--- config.mk ---
export PLATFORM = sky130hd
export DESIGN_NAME = label_palette_table
export DESIGN_NICKNAME = d
export VERILOG_FILES = /design/src/hw/rtl/lpt_pkg.sv /design/src/hw/rtl/lpt_ram.sv /design/src/hw/rtl/lpt_div.sv /design/src/hw/rtl/label_palette_table.sv
export VERILOG_INCLUDE_DIRS = /design/src /design/src/hw/rtl
export SDC_FILE = /design/constraint.sdc
export NUM_CORES = 2
export LEC_CHECK = 0
export BUFFER_PORTS_ARGS = -buffer_cell sky130_fd_sc_hd__buf_2
export CORE_ASPECT_RATIO = 1.25
export CORE_MARGIN = 8
export CORE_UTILIZATION = 50
export CTS_BUF_LIST = sky130_fd_sc_hd__clkbuf_4
export DETAILED_ROUTE_END_ITERATION = 6
export GPL_TIMING_DRIVEN = 0
export PLACE_DENSITY = 0.67
export SLEW_MARGIN = 20
export SYNTH_ARGS = -nofsm -noshare
export SYNTH_HDL_FRONTEND = slang
export SYNTH_SLANG_ARGS = --single-unit
--- constraint.sdc ---
create_clock -name clk -period 6.35 [get_ports clk]
set_clock_uncertainty 0.1 [all_clocks]
set_input_delay 0.9525 -clock clk [delete_from_list [all_inputs] [get_ports clk]]
set_output_delay 0.9525 -clock clk [all_outputs]
set_load 0.01 [all_outputs]
--- src/hw/rtl/label_palette_table_assert.svh ---
// ---------------------------------------------------------------------------
// label_palette_table assertion macros
// Shared concurrent check forms, clocked on clk and disabled during rst_n low.
// ---------------------------------------------------------------------------
`ifndef LABEL_PALETTE_TABLE_ASSERT_SVH
`define LABEL_PALETTE_TABLE_ASSERT_SVH

// same-cycle implication
`define LPT_ASSERT_IMP(name, ante, cons) \
  name: assert property (@(posedge clk) disable iff (!rst_n) (ante) |-> (cons)) \
    else $error("same-cycle check failed");

// next-cycle implication
`define LPT_ASSERT_NXT(name, ante, cons) \
  name: assert property (@(posedge clk) disable iff (!rst_n) (ante) |=> (cons)) \
    else $error("next-cycle check failed");

`endif

--- src/hw/rtl/lpt_pkg.sv ---
// ---------------------------------------------------------------------------
// lpt_pkg
// Types and fixed constants of the label palette table.
// ---------------------------------------------------------------------------
`default_nettype none

package lpt_pkg;

  typedef enum logic [1:0] {
    ACT_INSERT   = 2'd0,
    ACT_GENERATE = 2'd1,
    ACT_CLEAR    = 2'd2,
    ACT_LOOKUP   = 2'd3
  } action_t;

  typedef enum logic [2:0] {
    ST_IDLE,
    ST_SCAN,
    ST_DIV,
    ST_SECT,
    ST_SCALE,
    ST_RECIP,
    ST_MIX,
    ST_DONE
  } state_t;

  // hue sectors of 60 degrees
  typedef enum logic [2:0] {
    SEC_RY = 3'd0,
    SEC_YG = 3'd1,
    SEC_GC = 3'd2,
    SEC_CB = 3'd3,
    SEC_BM = 3'd4,
    SEC_MR = 3'd5
  } sector_t;

  // hue = 359 * 256 * i / g, 8 fraction bits
  localparam int unsigned HUE_SCALE    = 91904;
  localparam int unsigned HQ_W         = 17;
  // 60 degrees in hue units
  localparam int unsigned SECTOR_Q     = 15360;
  localparam int unsigned X_W          = 14;
  // 15360 = 1024 * 15: shift, then multiply by ceil(2^24 / 15)
  localparam int unsigned SECTOR_SHIFT = 10;
  localparam int unsigned RECIP_15     = 1118482;
  localparam int unsigned RECIP_W      = 21;
  localparam int unsigned RECIP_SHIFT  = 24;

endpackage

`default_nettype wire

--- src/hw/rtl/lpt_ram.sv ---
// ---------------------------------------------------------------------------
// lpt_ram
// Generic simple dual-port RAM, one write and one registered read port.
// ---------------------------------------------------------------------------
`default_nettype none

module lpt_ram #(
  parameter int WIDTH = 32,
  parameter int DEPTH = 64
) (
  input  wire logic                     clk,
  input  wire logic                     we,
  input  wire logic [$clog2(DEPTH)-1:0] waddr,
  input  wire logic [WIDTH-1:0]         wdata,
  input  wire logic [$clog2(DEPTH)-1:0] raddr,
  output logic      [WIDTH-1:0]         rdata
);

  logic [WIDTH-1:0] mem_r [DEPTH];
  logic [WIDTH-1:0] rdata_r;

  always_ff @(posedge clk) begin
    if (we) begin
      mem_r[waddr] <= wdata;
    end
    rdata_r <= mem_r[raddr];
  end

  assign rdata = rdata_r;

endmodule

`default_nettype wire

--- src/hw/rtl/lpt_div.sv ---
// ---------------------------------------------------------------------------
// lpt_div
// Iterative restoring divider, one quotient bit per cycle.
// ---------------------------------------------------------------------------
`default_nettype none

module lpt_div #(
  parameter int DVD_W = 23,
  parameter int DVS_W = 7
) (
  input  wire logic             clk,
  input  wire logic             rst_n,
  input  wire logic             start,
  input  wire logic [DVD_W-1:0] dividend,
  input  wire logic [DVS_W-1:0] divisor,
  output logic                  done,
  output logic      [DVD_W-1:0] quotient
);

  localparam int CNT_W = $clog2(DVD_W + 1);

  logic             busy_r, busy_nxt;
  logic             done_r, done_nxt;
  logic [CNT_W-1:0] cnt_r, cnt_nxt;
  logic [DVS_W-1:0] rem_r, rem_nxt;
  logic [DVD_W-1:0] quo_r, quo_nxt;
  logic [DVS_W-1:0] dvs_r, dvs_nxt;
  logic [DVS_W:0]   rem_sh;
  logic [DVS_W:0]   diff;
  logic             ge;

  assign rem_sh = {rem_r, quo_r[DVD_W-1]};
  assign diff   = rem_sh - {1'b0, dvs_r};
  assign ge     = rem_sh >= {1'b0, dvs_r};

  always_comb begin
    busy_nxt = busy_r;
    done_nxt = 1'b0;
    cnt_nxt  = cnt_r;
    rem_nxt  = rem_r;
    quo_nxt  = quo_r;
    dvs_nxt  = dvs_r;
    if (start) begin
      busy_nxt = 1'b1;
      cnt_nxt  = CNT_W'(DVD_W);
      rem_nxt  = '0;
      quo_nxt  = dividend;
      dvs_nxt  = divisor;
    end else if (busy_r) begin
      rem_nxt = ge ? diff[DVS_W-1:0] : rem_sh[DVS_W-1:0];
      quo_nxt = {quo_r[DVD_W-2:0], ge};
      cnt_nxt = cnt_r - CNT_W'(1);
      if (cnt_r == CNT_W'(1)) begin
        busy_nxt = 1'b0;
        done_nxt = 1'b1;
      end
    end
  end

  always_ff @(posedge clk) begin
    if (!rst_n) begin
      busy_r <= 1'b0;
      done_r <= 1'b0;
    end else begin
      busy_r <= busy_nxt;
      done_r <= done_nxt;
    end
    cnt_r <= cnt_nxt;
    rem_r <= rem_nxt;
    quo_r <= quo_nxt;
    dvs_r <= dvs_nxt;
  end

  assign done     = done_r;
  assign quotient = quo_r;

endmodule

`default_nettype wire

--- src/hw/rtl/label_palette_table.sv ---
// ---------------------------------------------------------------------------
// label_palette_table
// Table of distinct labels, each mapped to an evenly spaced HSV hue (S=V=1).
//
// Channels: in_* (in_action, in_label) and out_* results, valid/ready each.
// One result per transfer. Actions: insert, generate, clear, lookup.
// Insert and lookup scan the label RAM one entry per cycle up to the count of
// labels held, stopping at a match. A lookup that hits a coloured entry adds
// one divider pass and 4 colour stages (sector, scale, reciprocal, mix).
// Generate and clear skip the scan and the colour stages.
// One item is in work at a time; the scan loop over the RAM, and for a
// coloured hit the divider and colour stages, set the rate.
// in_ready is high whenever no item is in work, even while a result waits
// in the output register; a stalled receiver holds the finished item back
// until the output register frees.
// Reset empties the table and the coloured count at once; the label RAM
// holds no reset and its data is used only below the fill count.
// ---------------------------------------------------------------------------
`default_nettype none
`include "label_palette_table_assert.svh"

module label_palette_table
  import lpt_pkg::*;
#(
  parameter int DEPTH         = 64,
  parameter int LABEL_WIDTH   = 32,
  parameter int CHANNEL_WIDTH = 8
) (
  input  wire logic                             clk,
  input  wire logic                             rst_n,
  input  wire logic                             in_valid,
  output logic                                  in_ready,
  input  wire logic [1:0]                       in_action,
  input  wire logic [31:0]                      in_label,
  output logic                                  out_valid,
  input  wire logic                             out_ready,
  output logic                                  out_hit,
  output logic                                  out_table_full,
  output logic      [$clog2(DEPTH)-1:0]         out_entry_index,
  output logic      [CHANNEL_WIDTH-1:0]         out_red,
  output logic      [CHANNEL_WIDTH-1:0]         out_green,
  output logic      [CHANNEL_WIDTH-1:0]         out_blue,
  output logic      [$clog2(DEPTH+1)-1:0]       out_entry_count
);

  localparam int IDX_W = $clog2(DEPTH);
  localparam int CNT_W = $clog2(DEPTH + 1);
  localparam int NUM_W = $clog2(HUE_SCALE * DEPTH);
  localparam int PX_W  = CHANNEL_WIDTH + X_W;
  localparam int V_W   = PX_W - SECTOR_SHIFT;
  localparam int PP_W  = V_W + RECIP_W;
  localparam logic [CHANNEL_WIDTH-1:0] CH_MAX = '1;

  state_t                   state_r, state_nxt;
  action_t                  act_r, act_nxt;
  logic [LABEL_WIDTH-1:0]   key_r, key_nxt;
  logic [CNT_W-1:0]         scan_addr_r, scan_addr_nxt;
  logic                     rd_pend_r, rd_pend_nxt;
  logic [IDX_W-1:0]         rd_idx_r, rd_idx_nxt;
  logic [CNT_W-1:0]         label_count_r, label_count_nxt;
  logic [CNT_W-1:0]         gen_count_r, gen_count_nxt;

  logic                     res_hit_r, res_hit_nxt;
  logic                     res_full_r, res_full_nxt;
  logic [IDX_W-1:0]         res_idx_r, res_idx_nxt;
  logic [CHANNEL_WIDTH-1:0] res_red_r, res_red_nxt;
  logic [CHANNEL_WIDTH-1:0] res_green_r, res_green_nxt;
  logic [CHANNEL_WIDTH-1:0] res_blue_r, res_blue_nxt;

  logic [HQ_W-1:0]          hq_r, hq_nxt;
  sector_t                  sect_r, sect_nxt;
  logic [X_W-1:0]           x_r, x_nxt;
  logic [PX_W-1:0]          px_r, px_nxt;
  logic [PP_W-1:0]          pp_r, pp_nxt;

  logic                     out_valid_r;
  logic                     out_hit_r;
  logic                     out_full_r;
  logic [IDX_W-1:0]         out_idx_r;
  logic [CHANNEL_WIDTH-1:0] out_red_r;
  logic [CHANNEL_WIDTH-1:0] out_green_r;
  logic [CHANNEL_WIDTH-1:0] out_blue_r;
  logic [CNT_W-1:0]         out_count_r;

  logic                     in_fire;
  logic                     out_load;
  logic                     match;
  logic                     scan_end;
  logic                     go_colour;
  logic                     issue;
  logic                     mem_we;
  logic [LABEL_WIDTH-1:0]   rd_data;
  logic                     div_start;
  logic                     div_done;
  logic [NUM_W-1:0]         div_quo;
  logic [NUM_W-1:0]         dividend;
  logic [HQ_W-1:0]          t_c;
  logic [HQ_W-1:0]          d_c;
  logic [CHANNEL_WIDTH-1:0] part_c;

  // ------------------------------------------------------------------
  // Label RAM and hue divider
  // ------------------------------------------------------------------
  lpt_ram #(
    .WIDTH (LABEL_WIDTH),
    .DEPTH (DEPTH)
  ) u_ram (
    .clk   (clk),
    .we    (mem_we),
    .waddr (label_count_r[IDX_W-1:0]),
    .wdata (key_r),
    .raddr (scan_addr_r[IDX_W-1:0]),
    .rdata (rd_data)
  );

  assign dividend = NUM_W'(HUE_SCALE) * NUM_W'(rd_idx_r);

  lpt_div #(
    .DVD_W (NUM_W),
    .DVS_W (CNT_W)
  ) u_div (
    .clk      (clk),
    .rst_n    (rst_n),
    .start    (div_start),
    .dividend (dividend),
    .divisor  (gen_count_r),
    .done     (div_done),
    .quotient (div_quo)
  );

  // ------------------------------------------------------------------
  // Control terms
  // ------------------------------------------------------------------
  assign in_ready  = (state_r == ST_IDLE);
  assign in_fire   = in_valid && in_ready;
  assign out_load  = (state_r == ST_DONE) && (!out_valid_r || out_ready);
  assign match     = rd_pend_r && (rd_data == key_r);
  assign scan_end  = match || (!rd_pend_r && (scan_addr_r >= label_count_r));
  assign go_colour = match && (act_r == ACT_LOOKUP) && (CNT_W'(rd_idx_r) < gen_count_r);
  assign issue     = (state_r == ST_SCAN) && !match && (scan_addr_r < label_count_r);
  assign div_start = (state_r == ST_SCAN) && go_colour;
  assign mem_we    = (state_r == ST_SCAN) && scan_end && !match && (act_r == ACT_INSERT)
                     && (label_count_r < CNT_W'(DEPTH));

  // ------------------------------------------------------------------
  // Next state
  // ------------------------------------------------------------------
  always_comb begin
    state_nxt = state_r;
    unique case (state_r)
      ST_IDLE: begin
        if (in_fire) begin
          if ((action_t'(in_action) == ACT_INSERT) || (action_t'(in_action) == ACT_LOOKUP)) begin
            state_nxt = ST_SCAN;
          end else begin
            state_nxt = ST_DONE;
          end
        end
      end
      ST_SCAN: begin
        if (scan_end) begin
          state_nxt = go_colour ? ST_DIV : ST_DONE;
        end
      end
      ST_DIV: begin
        if (div_done) begin
          state_nxt = ST_SECT;
        end
      end
      ST_SECT:  state_nxt = ST_SCALE;
      ST_SCALE: state_nxt = ST_RECIP;
      ST_RECIP: state_nxt = ST_MIX;
      ST_MIX:   state_nxt = ST_DONE;
      ST_DONE: begin
        if (out_load) begin
          state_nxt = ST_IDLE;
        end
      end
      default: state_nxt = ST_IDLE;
    endcase
  end

  // ------------------------------------------------------------------
  // Colour sector terms
  // ------------------------------------------------------------------
  always_comb begin
    if (hq_r >= HQ_W'(4 * SECTOR_Q)) begin
      t_c = hq_r - HQ_W'(4 * SECTOR_Q);
    end else if (hq_r >= HQ_W'(2 * SECTOR_Q)) begin
      t_c = hq_r - HQ_W'(2 * SECTOR_Q);
    end else begin
      t_c = hq_r;
    end
    d_c    = (t_c >= HQ_W'(SECTOR_Q)) ? (t_c - HQ_W'(SECTOR_Q)) : (HQ_W'(SECTOR_Q) - t_c);
    part_c = pp_r[RECIP_SHIFT +: CHANNEL_WIDTH];
  end

  // ------------------------------------------------------------------
  // Datapath next values
  // ------------------------------------------------------------------
  always_comb begin
    act_nxt         = act_r;
    key_nxt         = key_r;
    scan_addr_nxt   = scan_addr_r;
    rd_pend_nxt     = 1'b0;
    rd_idx_nxt      = rd_idx_r;
    label_count_nxt = label_count_r;
    gen_count_nxt   = gen_count_r;
    res_hit_nxt     = res_hit_r;
    res_full_nxt    = res_full_r;
    res_idx_nxt     = res_idx_r;
    res_red_nxt     = res_red_r;
    res_green_nxt   = res_green_r;
    res_blue_nxt    = res_blue_r;
    hq_nxt          = hq_r;
    sect_nxt        = sect_r;
    x_nxt           = x_r;
    px_nxt          = px_r;
    pp_nxt          = pp_r;
    unique case (state_r)
      ST_IDLE: begin
        if (in_fire) begin
          act_nxt       = action_t'(in_action);
          key_nxt       = LABEL_WIDTH'(in_label);
          scan_addr_nxt = '0;
          res_hit_nxt   = 1'b0;
          res_full_nxt  = 1'b0;
          res_idx_nxt   = '0;
          res_red_nxt   = '0;
          res_green_nxt = '0;
          res_blue_nxt  = '0;
          if (action_t'(in_action) == ACT_GENERATE) begin
            gen_count_nxt = label_count_r;
          end else if (action_t'(in_action) == ACT_CLEAR) begin
            label_count_nxt = '0;
            gen_count_nxt   = '0;
          end
        end
      end
      ST_SCAN: begin
        rd_pend_nxt = issue;
        if (issue) begin
          rd_idx_nxt    = scan_addr_r[IDX_W-1:0];
          scan_addr_nxt = scan_addr_r + CNT_W'(1);
        end
        if (match) begin
          res_hit_nxt = 1'b1;
          res_idx_nxt = rd_idx_r;
        end else if (scan_end && (act_r == ACT_INSERT)) begin
          if (mem_we) begin
            res_idx_nxt     = label_count_r[IDX_W-1:0];
            label_count_nxt = label_count_r + CNT_W'(1);
          end else begin
            res_full_nxt = 1'b1;
          end
        end
      end
      ST_DIV: begin
        if (div_done) begin
          hq_nxt = div_quo[HQ_W-1:0];
        end
      end
      ST_SECT: begin
        if (hq_r < HQ_W'(SECTOR_Q)) begin
          sect_nxt = SEC_RY;
        end else if (hq_r < HQ_W'(2 * SECTOR_Q)) begin
          sect_nxt = SEC_YG;
        end else if (hq_r < HQ_W'(3 * SECTOR_Q)) begin
          sect_nxt = SEC_GC;
        end else if (hq_r < HQ_W'(4 * SECTOR_Q)) begin
          sect_nxt = SEC_CB;
        end else if (hq_r < HQ_W'(5 * SECTOR_Q)) begin
          sect_nxt = SEC_BM;
        end else begin
          sect_nxt = SEC_MR;
        end
        x_nxt = X_W'(HQ_W'(SECTOR_Q) - d_c);
      end
      ST_SCALE: begin
        px_nxt = PX_W'(CH_MAX) * PX_W'(x_r);
      end
      ST_RECIP: begin
        pp_nxt = PP_W'(px_r[PX_W-1:SECTOR_SHIFT]) * PP_W'(RECIP_15);
      end
      ST_MIX: begin
        case (sect_r)
          SEC_RY: begin
            res_red_nxt   = CH_MAX;
            res_green_nxt = part_c;
          end
          SEC_YG: begin
            res_red_nxt   = part_c;
            res_green_nxt = CH_MAX;
          end
          SEC_GC: begin
            res_green_nxt = CH_MAX;
            res_blue_nxt  = part_c;
          end
          SEC_CB: begin
            res_green_nxt = part_c;
            res_blue_nxt  = CH_MAX;
          end
          SEC_BM: begin
            res_red_nxt   = part_c;
            res_blue_nxt  = CH_MAX;
          end
          default: begin
            res_red_nxt   = CH_MAX;
            res_blue_nxt  = part_c;
          end
        endcase
      end
      ST_DONE: begin
      end
      default: begin
      end
    endcase
  end

  // ------------------------------------------------------------------
  // Registers
  // ------------------------------------------------------------------
  always_ff @(posedge clk) begin
    if (!rst_n) begin
      state_r       <= ST_IDLE;
      rd_pend_r     <= 1'b0;
      label_count_r <= '0;
      gen_count_r   <= '0;
    end else begin
      state_r       <= state_nxt;
      rd_pend_r     <= rd_pend_nxt;
      label_count_r <= label_count_nxt;
      gen_count_r   <= gen_count_nxt;
    end
    act_r       <= act_nxt;
    key_r       <= key_nxt;
    scan_addr_r <= scan_addr_nxt;
    rd_idx_r    <= rd_idx_nxt;
    res_hit_r   <= res_hit_nxt;
    res_full_r  <= res_full_nxt;
    res_idx_r   <= res_idx_nxt;
    res_red_r   <= res_red_nxt;
    res_green_r <= res_green_nxt;
    res_blue_r  <= res_blue_nxt;
    hq_r        <= hq_nxt;
    sect_r      <= sect_nxt;
    x_r         <= x_nxt;
    px_r        <= px_nxt;
    pp_r        <= pp_nxt;
  end

  // output register
  always_ff @(posedge clk) begin
    if (!rst_n) begin
      out_valid_r <= 1'b0;
    end else if (out_load) begin
      out_valid_r <= 1'b1;
    end else if (out_ready) begin
      out_valid_r <= 1'b0;
    end
    if (out_load) begin
      out_hit_r   <= res_hit_r;
      out_full_r  <= res_full_r;
      out_idx_r   <= res_idx_r;
      out_red_r   <= res_red_r;
      out_green_r <= res_green_r;
      out_blue_r  <= res_blue_r;
      out_count_r <= label_count_r;
    end
  end

  assign out_valid       = out_valid_r;
  assign out_hit         = out_hit_r;
  assign out_table_full  = out_full_r;
  assign out_entry_index = out_idx_r;
  assign out_red         = out_red_r;
  assign out_green       = out_green_r;
  assign out_blue        = out_blue_r;
  assign out_entry_count = out_count_r;

  // ------------------------------------------------------------------
  // Assertions
  // ------------------------------------------------------------------
  `LPT_ASSERT_IMP(a_count_bound, 1'b1, label_count_r <= CNT_W'(DEPTH))
  `LPT_ASSERT_IMP(a_gen_bound, 1'b1, gen_count_r <= label_count_r)
  `LPT_ASSERT_IMP(a_write_room, mem_we, label_count_r < CNT_W'(DEPTH))
  `LPT_ASSERT_NXT(a_div_enter, div_start, state_r == ST_DIV)
  `LPT_ASSERT_IMP(a_div_owner, div_done, state_r == ST_DIV)

endmodule

`default_nettype wire
# Yosys cells after proc, flatten, opt, wreduce, memory -nomap -nowiden
# Memories as Yosys holds them, arrays and structs flattened. A register that Yosys moved wholly into a read port is not among the register bits.
# Cells that the tools add are included.
# word_totals
inputBits	38
wordCells	205
mem_count	1
regBits	268
ramBits	2048
# mem_list
memory	depth	word_bits	rd	rd_ports_with_merged_regs	wr	line_no	text
u_ram.mem_r	64	32	1	1	1	lpt_ram.sv:19	logic [WIDTH-1:0] mem_r [DEPTH];
# classes
n_lt_le_gt_ge	13
reduce_logical	52
n_eq_ne	34
n_mux	55
mul	3
n_bitwise	2
n_addsub	9
# ops
op	n
$pmux W8 S2	6
$mux W7	10
$mux W23	2
$lt A17 B16 Y1 const B	2
$mux W17	2
$eq A32 B32 Y1	1
$mul A12 B20 Y31 const B	1
$pmux W7 S2	2
$sub A14 B14 Y14 const A	2
$mux W6	4
$pmux W3 S8	1
$mul A8 B14 Y22 const A	1
$ne A2 B2 Y1 const B	10
$mux W3	6
$reduce_and A3 Y1	6
$ge A17 B14 Y1 const B	1
$ge A17 B15 Y1 const B	1
$ge A17 B16 Y1 const B	1
$lt A17 B14 Y1 const B	1
$lt A17 B15 Y1 const B	1
$lt A17 B17 Y1 const B	1
$sub A17 B15 Y17 const B	1
$sub A17 B16 Y17 const B	1
$eq A3 B3 Y1 const B	5
other kinds (38)	99

# Longest topological paths before layout
# logic_depth
ltp_word	11
depth_mapped	22
ltp_nobuf	19

# Cells and area by module
# A second synthesis with hierarchy kept.
# hier_totals
cells_unflattened	4807
area_unflattened_um2	94120.3
# modules_own_cells
mod	instances	area_per_inst_um2	seq_area_each_um2	cells_per_inst
lpt_ram	1	78491.5	62139.6	3421
label_palette_table	1	13314.0	5545.3	1194
lpt_div	1	2314.7	1181.1	192

# Worst setup path before layout
# OpenSTA, ideal clock, no wires.
# synth_timing
kind	reg2reg
from	register scan_addr_r[0]
to	memory u_ram.mem_r[15][0], enable pin
path_stages_with_launch	14
required_time_ns	5.829
t_arrival_ns	4.641
path_buffers	3
period_less_slack_ns	5.162
setup_slack_ns	1.188
path_cell_list	edfxtp_1 -> clkbuf_1 -> clkbuf_1 -> clkbuf_1 -> inv_1 -> ha_1 -> nor2b_1 -> o21a_1 -> o21a_1 -> o31ai_1 -> a2111oi_0 -> and3_1 -> nand3_1 -> nor2_1
# synth_via
elab_chain_cells	9
# synth_lines
item	line_no	text
from (decl)	label_palette_table.sv:57	logic [CNT_W-1:0] scan_addr_r, scan_addr_nxt;
from (signal assigned)	label_palette_table.sv:337	scan_addr_r <= scan_addr_nxt;
$ge A7 B7 Y1	label_palette_table.sv:138	assign scan_end = match || (!rd_pend_r && (scan_addr_r >= label_count_r));
$logic_and A1 B1 Y1	label_palette_table.sv:138	
$logic_or A1 B1 Y1	label_palette_table.sv:138	
$logic_and A1 B1 Y1 (3 in series)	label_palette_table.sv:142	assign mem_we = (state_r == ST_SCAN) && scan_end && !match && (act_r == ACT_INSERT)
$logic_and A1 B1 Y1	label_palette_table.sv:143	&& (label_count_r < CNT_W'(DEPTH));
$mux W1	lpt_ram.sv:23	if (we) begin
$mux W1 (not written as such)	lpt_ram.sv:24	mem_r[waddr] <= wdata;
to (decl)	lpt_ram.sv:19	
# Every way passes these cells.

# Worst setup path after layout
# layout_timing
from	register scan_addr_r[0]
to	memory u_ram.mem_r[40][10], enable pin
# The elaborated chain is that of the path after synthesis.

==> flow_metrics.py <==
metrics = {
    "timing": {
        "finalWorstSetupSlack_ns": 0.113,
        "final-max-slew-violation-count": 0,
        "hold_viol_final": 0,
        "finalSetupTns_ns": 0,
        "slew-limit-headroom_pct": 17.1,
        "period_share_pct": 98.2,
        "min_period_ns": 6.24,
        "tightest_slew_ns": 1.24,
        "setup_viol": 0,
        "fmax_ghz": 0.160,
    },
    "setup_path": {
        "reg2reg_from": "scan_addr_r[0]$_SDFFCE_PN0P_",
        "required_ns": 7.32,
        "cp.arrival_ns": 7.20,
        "max_stage_delay_ns": 0.87,
        "cp-start-kind": "register",
        "path_class": "register to register",
        "r2r_slack_ns": 0.11,
        "reg2reg_to": "u_ram.mem_r[40][10]$_DFFE_PP_",
        "worstRegToRegCells": 15,
        "end_kind": "register",
        "crit_path_max_fanout": 18,
        "cp_cell_sequence": "clkbuf_2, clkbuf_2, clkbuf_2, inv_1, ha_1, nor2b_1, o21a_1, o21a_1, o31ai_1, a2111oi_1, nand2_1, nor2_1, nand2_2, nor2_4, buf_12",
        "cp_slowest_cell": "a2111oi_1",
        "worst_path_most_repeated_cell": "clkbuf_2",
    },
    "status": {
        "run_status": "finished clean",
    },
    "floorplan": {
        "row_count": 177,
        "dieArea_sq_um": 201000,
        "initial_core_util_pct": 50.3,
        "die_h_microns": 499,
        "core_sq_um": 186000,
        "ios": 79,
        "die_x_microns": 403,
    },
    "min_path": {
        "worst_hold_path_type": "input port to register",
        "hold_end": "key_r[2]$_DFFE_PP_",
        "hold_path_startpoint": "in_label[2]",
        "whs_path_depth": 2,
    },
    "synth": {
        "synth-edff-count": 2242,
        "synth_ff_type": "edfxtp_1",
        "ys_seq_area_share_pct": 73.6,
        "yosysTopAreaCell": "edfxtp_1",
        "synth_top_area_share_pct": 72.1,
        "syn-cell-area_sq_um": 93400,
        "syn_avg_cell_area_sq_um": 21.4,
        "synth_warnings": 0,
        "async_flop_share_pct": 0,
        "synth.top_cells.by_area": "edfxtp_1 72%, mux4_2 16%, ha_1 2.1%",
        "synth_cell_types": 73,
        "ys_seq_elements": 2315,
        "netlist_instances": 4365,
        "synthesis.nets": 4644,
    },
    "route": {
        "wirelength_microns": 240000,
        "drc_errors": 0,
        "vias": 48741,
        "wl_per_cell_microns": 29.5,
        "dr.pass1.iters": 7,
        "drt_iter0_drc": 5746,
        "viasPerCell": 6.00,
        "antenna_left": 0,
    },
    "global_route": {
        "antenna_found_initial": 9,
        "grt_pass1_vias": 50526,
        "grt.overflow.total": 0,
        "grt_pass1_wl_microns": 344000,
        "grt_util_all_layers_pct": 23.7,
        "grt_max_degree": 30,
    },
    "final_layout": {
        "register_area_sq_um": 68800,
        "final_cell_count_no_fill": 8119,
        "layout_commonest_cell": "edfxtp_1",
        "drive_above_1_share_pct": 34.8,
        "areaGrowthSynthToFinish_pct": 17.0,
        "fin_nets": 5580,
        "fillers": 13281,
        "final_cell_mix": "2242 x edfxtp_1, 806 x clkbuf_4, 672 x mux4_2, 195 x inv_1, 157 x ha_1",
        "multi_input_area_sq_um": 23700,
    },
    "cts": {
        "cts_sinks": 2315,
        "cts_buffer_depth": 4,
        "cts_tree": "yes",
        "cts_buffers": 577,
        "htreeDepth": 6,
        "clkLatencyLatePin_ns": 1.41,
        "clk_pin_slew_ns": 0.07,
        "ctsRootBufferMaster": "clkbuf_4",
    },
    "place": {
        "dp_hpwl_microns": 165000,
        "gp_congestion": 0.883,
        "placed_cells": 7042,
        "pre_cts_ws_ns": -0.835,
        "io_buffers": 78,
    },
    "job": {
        "maxCapViolCount": 0,
    },
    "pwr": {
        "p_leak_nw": 36.4,
        "peakVddDrop_mv": 0.281,
        "pwr_density_cell_nw_per_um2": 378,
    },
}
[routing by layer]
metal	GRT usage [%]	wire (microns)	share of wire, %	vias to the layer above
met2	39.3	120000	50	2578
met1	29.4	86200	36	25476
met5	0	0	0	-
met4	12.6	13200	5.5	0
li1	-	-	-	20176
met3	5.17	20900	8.7	511
[metrics by stage]
stage / power (W) / utilization (%) / cell area [sq um] / hold slack, ns
after floorplan: 0.0256 / - / 93400 / 0.300
after global placement: 0.0292 / 52.1 / 96800 / 0.301
after detailed placement: 0.0297 / 54.4 / 101000 / 0.305
after CTS: 0.0417 / 58.7 / 109000 / 0.0318
after global routing: 0.0433 / 58.8 / 109000 / 0.0908
final: 0.0413 / 58.8 / 109000 / 0.174
[report_power, final]
part	switching, W	leakage, nW	internal (W)
logic	0.00632	11.5	0.00488
clock network	0.00578	4.14	0.00625
registers	0.000388	20.8	0.0177
[logic make-up after synthesis]
| kind of cell | synth area share [%] |
|---|---|
| XOR/XNOR | 0.975 |
| adder cells (fa/ha/maj) | 3.90 |
| AO/OA/AOI/OAI | 1.25 |
| buffers and inverters | 1.59 |
| flip-flops | 73.6 |
| multiplexers | 16.4 |
| AND/OR/NAND/NOR | 2.23 |
[worst max-delay path by stage]
stage               slack [ns]  cells after the start                    startpoint                       endpoint
finish                    0.11                     15  scan_addr_r[0]$_SDFFCE_PN0P_  u_ram.mem_r[40][10]$_DFFE_PP_
global route             -0.04                     15  scan_addr_r[0]$_SDFFCE_PN0P_  u_ram.mem_r[34][25]$_DFFE_PP_
CTS                      -0.02                     16  scan_addr_r[0]$_SDFFCE_PN0P_   u_ram.mem_r[62][6]$_DFFE_PP_
detailed placement       -0.83                     15  scan_addr_r[0]$_SDFFCE_PN0P_  u_ram.mem_r[36][14]$_DFFE_PP_
global placement         -3.54                     14  scan_addr_r[0]$_SDFFCE_PN0P_   u_ram.mem_r[54][7]$_DFFE_PP_
floorplan                 1.19                     13  scan_addr_r[0]$_SDFFCE_PN0P_   u_ram.mem_r[15][0]$_DFFE_PP_
[sequential cells by signal, summed over array words and instances (netlist names), 8 cells and up]
name and count:
res_red_r 8, pp_r 8, res_blue_r 8, u_ram.rdata 32
res_green_r 8, out_red 8, out_green 8, u_div.quotient 23
u_ram.mem_r 2048, key_r 32, out_blue 8, px_r 12
x_r 14, hq_r 17
[critical path: cells and delay by family, from the launching register on]
kind	cells	cell delay [ns]
fa+ha+maj	1	0.21
compound gates	4	1.21
buf+inv	5	1.73
simple gates	5	2.04
flops	1	0.56
[synth_stat cells, types with 3 or more instances]
| master | count |
|---|---|
| o21a_1 | 12 |
| edfxtp_1 | 2242 |
| nor4_1 | 12 |
| xor2_1 | 47 |
| clkbuf_1 | 139 |
| a31oi_1 | 9 |
| a311oi_1 | 3 |
| fa_1 | 84 |
| o31ai_1 | 7 |
| or2_2 | 6 |
| mux4_2 | 672 |
| o21bai_1 | 8 |
| a211oi_1 | 8 |
| nor3_1 | 20 |
| buf_2 | 4 |
| and3_1 | 8 |
| nor2b_1 | 12 |
| nand3_1 | 45 |
| o22ai_1 | 3 |
| and4b_1 | 3 |
| xnor2_1 | 57 |
| nor4b_1 | 4 |
| nand2b_1 | 16 |
| nand2_1 | 65 |
| or3_1 | 4 |
| dfxtp_1 | 73 |
| inv_1 | 196 |
| mux2i_1 | 21 |
| nor2_1 | 212 |
| o21ai_1 | 3 |
| a31o_2 | 4 |
| a21o_1 | 19 |
| and2_1 | 4 |
| o21ai_0 | 38 |
| ha_1 | 157 |
| a21oi_1 | 42 |
| nand4_1 | 14 |
| buf_1 | 49 |
| nor3_2 | 3 |
[layout make-up]
| type | instances | area share, % |
|---|---|---|
| Sequential cell | 2315 | 62.9 |
| Antenna cell | 12 | 0.0275 |
| Buffer | 194 | 0.733 |
| Tap cell | 2416 | 2.77 |
| Timing Repair Buffer | 357 | 4.80 |
| Clock inverter | 163 | 0.830 |
| Clock buffer | 806 | 5.54 |
| Inverter | 196 | 0.673 |
| Multi-Input combinational cell | 1660 | 21.7 |
[what timing repair did]
action                                  in CTS  in global routing
endpoints found under the hold margin       62                  0
pin swaps                                   27                  7
hold buffers                                37                  0
setup buffers                               43                 16
gates resized for setup                      4                  3
endpoints found under the setup margin    2042                630
No activity file was read; power rests on OpenSTA's default activity.
